<file path="src/design/bfvu_pkg.sv">
package bfvu_pkg;

	// register indexes of the configuration port
	localparam logic [2:0] REG_MIN_DISTANCE     = 3'd0;
	localparam logic [2:0] REG_VIEW_RANGE       = 3'd1;
	localparam logic [2:0] REG_AVOID_FACTOR     = 3'd2;
	localparam logic [2:0] REG_MATCHING_FACTOR  = 3'd3;
	localparam logic [2:0] REG_CENTERING_FACTOR = 3'd4;
	localparam logic [2:0] REG_BIAS_VALUE       = 3'd5;

	localparam int CFG_W   = 31;
	localparam int DIST_W  = 31;
	localparam int WGT_W   = 17;
	localparam int SUM_W   = 48;
	localparam int CNT_W   = 11;
	localparam int IN_DW   = 200;
	localparam int OUT_DW  = 112;

	// group codes
	localparam logic [1:0] GRP_NONE = 2'd0;
	localparam logic [1:0] GRP_POS  = 2'd1;
	localparam logic [1:0] GRP_NEG  = 2'd2;

	// datapath operations
	localparam logic [3:0] OP_NONE   = 4'd0;
	localparam logic [3:0] OP_LOAD   = 4'd1;
	localparam logic [3:0] OP_DIFF   = 4'd2;
	localparam logic [3:0] OP_SQ     = 4'd3;
	localparam logic [3:0] OP_ACC    = 4'd4;
	localparam logic [3:0] OP_MUL_AV = 4'd5;
	localparam logic [3:0] OP_ADDX   = 4'd6;
	localparam logic [3:0] OP_DIVV   = 4'd7;
	localparam logic [3:0] OP_DIVP   = 4'd8;
	localparam logic [3:0] OP_MUL_MT = 4'd9;
	localparam logic [3:0] OP_MUL_CT = 4'd10;
	localparam logic [3:0] OP_MUL_BS = 4'd11;
	localparam logic [3:0] OP_BIAS   = 4'd12;
	localparam logic [3:0] OP_STORE  = 4'd13;
	localparam logic [3:0] OP_EMIT   = 4'd14;

	// square operand selects
	localparam logic [2:0] SQ_MIN  = 3'd3;
	localparam logic [2:0] SQ_VIEW = 3'd4;

	typedef struct packed {
		logic [3:0] op;
		logic [2:0] idx;
	} cmd_t;

	typedef struct packed {
		logic focal;
		logic self_rec;
		logic last;
		logic count_nz;
		logic grp_act;
		logic div_done;
		logic out_busy;
	} stat_t;

	function automatic logic signed [47:0] sat48(input logic signed [48:0] v);
		logic signed [47:0] r;
		if (v[48] != v[47])
			r = v[48] ? {1'b1, 47'd0} : {1'b0, {47{1'b1}}};
		else
			r = v[47:0];
		return r;
	endfunction

	function automatic logic signed [31:0] sat32(input logic signed [51:0] v);
		logic signed [31:0] r;
		if ((&v[51:31]) || !(|v[51:31]))
			r = v[31:0];
		else
			r = v[51] ? {1'b1, 31'd0} : {1'b0, {31{1'b1}}};
		return r;
	endfunction

endpackage

</file>
<file path="src/design/bfvu_ctrl.sv">
module bfvu_ctrl
	import bfvu_pkg::*;
(
	input  logic  clk,
	input  logic  arst_n,
	input  logic  s_axis_tvalid,
	output logic  s_axis_tready,
	input  stat_t stat,
	output cmd_t  cmd
);

	localparam logic [4:0] ST_IDLE = 5'd0;
	localparam logic [4:0] ST_DISP = 5'd1;
	localparam logic [4:0] ST_DIFF = 5'd2;
	localparam logic [4:0] ST_SQ   = 5'd3;
	localparam logic [4:0] ST_SQW  = 5'd4;
	localparam logic [4:0] ST_ACC  = 5'd5;
	localparam logic [4:0] ST_FAV  = 5'd6;
	localparam logic [4:0] ST_FAVA = 5'd7;
	localparam logic [4:0] ST_DV   = 5'd8;
	localparam logic [4:0] ST_DVW  = 5'd9;
	localparam logic [4:0] ST_DP   = 5'd10;
	localparam logic [4:0] ST_DPW  = 5'd11;
	localparam logic [4:0] ST_FMT  = 5'd12;
	localparam logic [4:0] ST_FMTA = 5'd13;
	localparam logic [4:0] ST_FCT  = 5'd14;
	localparam logic [4:0] ST_FCTA = 5'd15;
	localparam logic [4:0] ST_FBS  = 5'd16;
	localparam logic [4:0] ST_FBSA = 5'd17;
	localparam logic [4:0] ST_STORE = 5'd18;
	localparam logic [4:0] ST_EMIT = 5'd19;

	logic [4:0] state_q, state_d;
	logic [2:0] idx_q, idx_d;

	assign s_axis_tready = (state_q == ST_IDLE);

	always_comb begin
		state_d = state_q;
		idx_d   = idx_q;
		cmd.op  = OP_NONE;
		cmd.idx = idx_q;
		case (state_q)
			ST_IDLE: begin
				if (s_axis_tvalid) begin
					cmd.op  = OP_LOAD;
					state_d = ST_DISP;
				end
			end
			ST_DISP: begin
				idx_d = '0;
				if (stat.focal || stat.self_rec)
					state_d = stat.last ? ST_FAV : ST_IDLE;
				else
					state_d = ST_DIFF;
			end
			ST_DIFF: begin
				cmd.op  = OP_DIFF;
				state_d = ST_SQ;
			end
			ST_SQ: begin
				cmd.op = OP_SQ;
				if (idx_q == SQ_VIEW) begin
					idx_d   = '0;
					state_d = ST_SQW;
				end else begin
					idx_d = idx_q + 3'd1;
				end
			end
			ST_SQW: state_d = ST_ACC;
			ST_ACC: begin
				cmd.op  = OP_ACC;
				state_d = stat.last ? ST_FAV : ST_IDLE;
			end
			ST_FAV: begin
				cmd.op  = OP_MUL_AV;
				state_d = ST_FAVA;
			end
			ST_FAVA: begin
				cmd.op = OP_ADDX;
				if (stat.count_nz)
					state_d = ST_DV;
				else
					state_d = stat.grp_act ? ST_FBS : ST_STORE;
			end
			ST_DV: begin
				cmd.op  = OP_DIVV;
				state_d = ST_DVW;
			end
			ST_DVW: if (stat.div_done) state_d = ST_DP;
			ST_DP: begin
				cmd.op  = OP_DIVP;
				state_d = ST_DPW;
			end
			ST_DPW: if (stat.div_done) state_d = ST_FMT;
			ST_FMT: begin
				cmd.op  = OP_MUL_MT;
				state_d = ST_FMTA;
			end
			ST_FMTA: begin
				cmd.op  = OP_ADDX;
				state_d = ST_FCT;
			end
			ST_FCT: begin
				cmd.op  = OP_MUL_CT;
				state_d = ST_FCTA;
			end
			ST_FCTA: begin
				cmd.op  = OP_ADDX;
				state_d = stat.grp_act ? ST_FBS : ST_STORE;
			end
			ST_FBS: begin
				cmd.op  = OP_MUL_BS;
				state_d = ST_FBSA;
			end
			ST_FBSA: begin
				cmd.op  = OP_BIAS;
				state_d = ST_STORE;
			end
			ST_STORE: begin
				cmd.op = OP_STORE;
				if (idx_q == 3'd2) begin
					state_d = ST_EMIT;
				end else begin
					idx_d   = idx_q + 3'd1;
					state_d = ST_FAV;
				end
			end
			ST_EMIT: begin
				if (!stat.out_busy) begin
					cmd.op  = OP_EMIT;
					state_d = ST_IDLE;
				end
			end
			default: state_d = ST_IDLE;
		endcase
	end

	always_ff @(posedge clk or negedge arst_n) begin
		if (!arst_n) begin
			state_q <= ST_IDLE;
			idx_q   <= '0;
		end else begin
			state_q <= state_d;
			idx_q   <= idx_d;
		end
	end

endmodule

</file>
<file path="config.mk">
export PLATFORM = sky130hd
export DESIGN_NAME = bfvu_ctrl
export DESIGN_NICKNAME = d
export VERILOG_FILES = /design/src/design/bfvu_pkg.sv /design/src/design/bfvu_ctrl.sv
export SDC_FILE = /design/constraint.sdc
export NUM_CORES = 1
export LEC_CHECK = 0
export BUFFER_PORTS_ARGS = -buffer_cell sky130_fd_sc_hd__buf_2
export CAP_MARGIN = 25
export CORE_MARGIN = 3
export CORE_UTILIZATION = 48
export DETAILED_ROUTE_END_ITERATION = 6
export PLACE_DENSITY = 0.78
export SYNTH_ARGS = -nofsm -noshare
export SYNTH_HDL_FRONTEND = slang
export SYNTH_SLANG_ARGS = --single-unit
</file>
<file path="constraint.sdc">
create_clock -name clk -period 1.32 [get_ports clk]
set_input_delay 0.198 -clock clk [delete_from_list [all_inputs] [get_ports clk]]
set_output_delay 0.198 -clock clk [all_outputs]
set_load 0.01 [all_outputs]
</file>
==> results of run 1 <==
[repair_timing]
action / in CTS
hold buffers: 1
endpoints found under the hold margin: 8
pin swaps: 9
setup buffers: 10
gates resized for setup: 23
endpoints found under the setup margin: 12
[logic make-up after synthesis]
| logic type | count (synthesis) | synth area share (%) |
|---|---|---|
| DFF | 8 | 22.57 |
| AOI/OAI and AO/OA | 36 | 26.94 |
| adders and majority gates | 3 | 4.232 |
| muxes | 2 | 2.398 |
| xor gates and xnor gates | 1 | 0.9875 |
| buffers and inverters | 13 | 7.898 |
| and+or+nand+nor | 55 | 34.98 |
[through the flow]
stage	hold WS [ns]	setup TNS, ns	cell area (um^2)	cells	setup WS (ns)
CTS	0.3120	-3.767	1476	202	-0.4098
floorplan	-0.09759	-0.7641	969.7	118	-0.1646
detailed placement	0.05164	-2.210	1296	188	-0.2256
global placement	0.04850	-1.599	1296	188	-0.1906
==> summary by stage, run 1 <==
Status
The run stopped with a tool error. The first error in the log reads "[ERROR DPL-0038] Utilization greater than 100%, impossible to legalize". The stage at which the run stopped is global routing (5_1_grt).

Synthesis
The average instance area after synthesis is 7.518 um^2. Synthesis instantiated 46 different standard cells from the library. The commonest cells after synthesis are nand2_1 (10), nor2_1 (10), a21oi_1 (9), o21ai_0 (9), dfrtp_1 (8). In this run the cell area of the synthesized design comes to 887.1 um^2. For this run, the register share of the synthesized area comes to 22.57%. The net count after synthesis is 131. The top flip-flop cell by instance count after synthesis is dfrtp_1.

After synthesis, the cell types taking the most area are dfrtp_1 (23%), a21oi_1 (5.1%), o21ai_0 (5.1%). Synthesis inferred 8 register bits. The proportion of synthesized flip-flops having asynchronous set or reset is 100.0%. Of the post-synthesis cell area, the dominant cell type holds 22.57%. The post-synthesis cell count is 118. The count of yosys warnings during synthesis is 0.

The count of flip-flops with a built-in enable after synthesis is 0. Of all cell types, the one taking the most synthesized area is dfrtp_1.

Floorplan
The row count is 14. The horizontal extent of the die is 48.99 um. The chip height is 48.99 um. The I/O pin count is 18.

The initial utilization of the core area, before any placement, comes to 55.05%.

Placement
The count of buffers inserted at the top-level ports is 17. At the end of routability-driven placement, the weighted congestion stood at 0.9112. The HPWL reported at the end of detailed placement is 2238 um.

Timing
The last worst endpoint in the global-route repair_timing is cmd[3]. The pin category terminating the worst setup path after the last repair is an output port.

Clock tree
Counting the buffers created by CTS gives 3. The tree built by TritonCTS fans out to 8 sinks. The root cell of the clock tree is clkbuf_4.

The level count of the clock H-tree is 1. The longest clock path from root to sink contains 2 buffers.

Global routing
The pin count of the biggest net entering global routing is 9.
==> inputs of run 2 (changes only) <==
--- a/config.mk
+++ b/config.mk
@@ -7,10 +7,10 @@
 export LEC_CHECK = 0
 export BUFFER_PORTS_ARGS = -buffer_cell sky130_fd_sc_hd__buf_2
 export CAP_MARGIN = 25
-export CORE_MARGIN = 3
-export CORE_UTILIZATION = 48
+export CORE_AREA = 3 3 64 66
 export DETAILED_ROUTE_END_ITERATION = 6
-export PLACE_DENSITY = 0.78
+export DIE_AREA = 0 0 67 69
+export PLACE_DENSITY_LB_ADDON = 0.15
 export SYNTH_ARGS = -nofsm -noshare
 export SYNTH_HDL_FRONTEND = slang
 export SYNTH_SLANG_ARGS = --single-unit
==> constraint.sdc (replaced) <==
create_clock -name clk -period 1.72 [get_ports clk]
set_input_delay 0.258 -clock clk [delete_from_list [all_inputs] [get_ports clk]]
set_output_delay 0.258 -clock clk [all_outputs]
set_load 0.01 [all_outputs]
==> run 2 against run 1 <==
The flow now finishes, with violations (setup timing). Synthesized cell count is the same. Synthesized area is the same.
==> summary by stage, run 2 <==
Status
The flow ran to the end, but the final reports show violations. The checks that failed: setup timing.

Cells and area
The register with the most flip-flops in the layout has 5 of them. The post-route netlist has 48.72% of its cells at a drive strength greater than 1. Ranked by flip-flop count, first place goes to state_q. The most common cell after layout, fill and taps aside is buf_4.

The total inserted antenna cells is 0. The area growth from synthesis to layout is 54.02%. The count of filler cells inserted in the layout is 397. The largest registers in the layout are state_q: 5 flops, idx_q: 3 flops. In the final layout, the multi-input gates occupy 725.7 um^2.

The register area is 205.2 um^2. At the end of the flow, the number of nets in the layout was 171. The number of cells in the finished layout apart from fillers is 204. Leaving out fill and tap cells, the most frequent cells in the layout are buf_4 (19), buf_2 (16), nor2_1 (9), nand2_1 (9).

Synthesis
Synthesis produced a netlist whose cell count is 118. Summing the areas of all xor and xnor instances in the mapped netlist gives 0.9873% of the synthesized area. In this run the biggest area consumer among cell types represents 22.57% of the synthesized area. The net count after synthesis is 131. The portion of synthesized area spent on multiplexers is 2.398%.

By area the synthesized netlist is led by dfrtp_1 (23%), a21oi_1 (5.1%), o21ai_0 (5.1%). The post-synthesis cell type with the largest combined area is dfrtp_1. Averaged over all synthesized cells, the footprint is 7.518 um^2. The proportion of synthesized flip-flops having asynchronous set or reset is 100.0%.

The cell area after synthesis is 887.1 um^2. The complex-gate fraction of the synthesized area is 26.94%. The top flip-flop cell by instance count after synthesis is dfrtp_1. The largest family of logic cells by synthesized area is simple AND/OR/NAND/NOR gates. The synthesized design contains 0 enable-type register cells. Ranked by instance count, the synthesized netlist is headed by nand2_1 (10), nor2_1 (10), a21oi_1 (9), o21ai_0 (9), dfrtp_1 (8). The number of different library cells used by synthesis comes to 46. Sequential cells were found to cover 22.57% of the synthesized design area. The count of yosys warnings during synthesis is 0. The synthesized netlist devotes 34.98% of its cell area to simple gates. Synthesis inferred 8 register bits. The adder and majority gate portion of the synthesized area is 4.231%.

Worst setup path
The startpoint identified for the worst register-to-register timing path is state_q[1]. The critical path is of the reg2out type. The reg2reg setup slack is 0.06 ns. At the worst endpoint, the arrival time is 1.49 ns.

The worst setup path is launched from a flip-flop. The endpoint identified for the worst register-to-register timing path is state_q[1]. The worst setup path is captured at a primary output. Of all nets on the critical path, the largest fanout is 4. The depth of the worst register-to-register path is 7. STA puts the critical path data required time at 1.46 ns.

Placement
The cell total after placement is 186. The routability congestion estimate is 0.8125. The wire-length estimate of the detail-placed layout is 2033 um. Input and output buffers added on the ports amount to 17.

Timing
Setup repair after global routing could not meet its margin everywhere. The number of hold violations in the final report is 0. The tightest slew margin relative to the limit is 78.39%. The number of max-slew violations in the final report is 0.

Based on the critical path, the design can be clocked at up to 0.5720 GHz. The setup slack of the critical path after layout is -0.02822 ns. The slew at the pin closest to its max-slew limit is 0.3200 ns. The shortest clock period the worst path allows after layout is 1.748 ns. The number of setup violations in the final report is 2. The share of the clock period used by the worst path is 101.6%. On the final layout, the worst hold slack is 0.4135 ns.

Between clock sinks in the finished design, the worst skew comes to 0.004453 ns.

Route
After the first detailed-routing iteration, the DRC count stood at 50. In the routed design, unresolved DRC markers number 0. The length of the first detailed-routing pass in iterations is 4.

Summed over all layers, the routed wires come to 2873 um. The detail-routed net length per standard cell is 14.08 um. After detailed routing, the number of vias per cell comes to 5.034. The final route contains 1027 vias.

The remaining antenna violation count after routing is 0.

Global routing
The number of global-route vias before repair is 1026. The total grt overflow is 0. Entering global routing, the biggest net connects 13 pins. The initial antenna violation count is 0. The total track usage is 12.77%. The first global-routing pass estimated 4698 um of wire.

Floorplan
Row generation in the floorplan step produced 22 rows. The starting density of the core is 24.41%. The die covers 4623 um^2. The die is 67 um wide.

The die is 69 um tall. The floorplan step defined a core boundary enclosing 3633 um^2. The I/O pin count is 18.

Clock tree
For this design, the sink count on the clock tree is 8. The clock-pin slew reported for the worst setup and hold paths after clock tree synthesis is 0.05 ns. The clock latency on the worst-skew pair is 0.23 ns. The root cell of the clock tree is clkbuf_8. The longest clock path from root to sink contains 2 buffers. TritonCTS created 3 clock buffers. TritonCTS built the clock tree. The level count of the clock H-tree is 1.

Power
The design draws 2.338 mW. The power per cell area is 1711 nW/um^2. IR analysis of the VDD net gives a maximum drop of 0.5239 mV. For this design the static power due to leakage is 0.6375 nW.

Worst hold path
The worst min-delay path category is in2async.

Flow run
Max-cap violations in this run came to 0.
==> run 2: cell counts after synthesis <==
Identical to the previous run, type by type.
==> run 2: cells by family (layout without fill, tap and decap cells) <==
kind of cell / after synthesis / after routing
xor+xnor: 1 / 1
compound gates: 36 / 36
flops: 8 / 8
mux: 2 / 2
simple gates: 55 / 55
buf+inv: 13 / 51
fa+ha+maj: 3 / 3
==> run 2: per-layer routing <==
layer  share of wire (%)  track usage [%]  vias up
met1                  43            16.58      488
met5                   0                0        -
li1                    -                -      502
met2                  50            20.63       29
met4                 2.6            5.631        0
met3                 3.7            1.629        8
==> run 2: through the flow <==
stage / instance area (um^2) / TNS, ns / setup WS (ns) / util, %
3_5_place_dp: 1064 / 0 / 0.06944 / 29.27
4_1_cts: 1197 / 0 / 0.006908 / 32.95
5_1_grt: 1366 / -0.2413 / -0.07602 / 37.60
6_report: 1366 / -0.03241 / -0.02822 / 37.60
2_1_floorplan: 887.1 / 0 / 0.1518 / -
3_3_place_gp: 1064 / 0 / 0.08329 / 29.27
==> run 2: worst max path at each step <==
stage                     startpoint        to
after floorplan           state_q[0]    cmd[4]
after global placement    state_q[4]  idx_q[2]
after detailed placement  state_q[3]    cmd[4]
after CTS                 state_q[3]    cmd[6]
after global routing      state_q[0]    cmd[4]
final                     state_q[0]    cmd[4]
==> run 2: layout make-up <==
type                            count  area share, %
Inverter                            5          1.374
Sequential cell                     8          15.02
Tap cell                           48          4.396
Clock buffer                        3          3.022
Timing Repair Buffer               43          23.08
Multi-Input combinational cell     97          53.11
==> run 2: worst max-delay path: stages, from the launching register on <==
cell and delay, ns:
dfrtp_1 0.41, buf_6 0.14, or2_4 0.24, o21ai_2 0.13, a22oi_2 0.07, o32ai_2 0.11
buf_2 0.17
==> run 2: what timing repair did <==
| action | 4_1_cts | 5_1_grt |
|---|---|---|
| cloned | 0 | 0 |
| setup endpoints to repair | 4 | 10 |
| hold buffers | 1 | 0 |
| hold endpoints to repair | 8 | 0 |
| setup buffers | 7 | 7 |
| resized for setup | 11 | 28 |
| pin swaps | 3 | 8 |
==> run 2: report_power, final <==
part	internal, mW	total, mW	leakage (nW)	switching [mW]
sequential	0.258	0.347	0.100	0.0893
combinational	0.870	1.76	0.516	0.889
clock	0.152	0.232	0.0216	0.0793
Note: power is estimated with default switching activity, not from simulation.
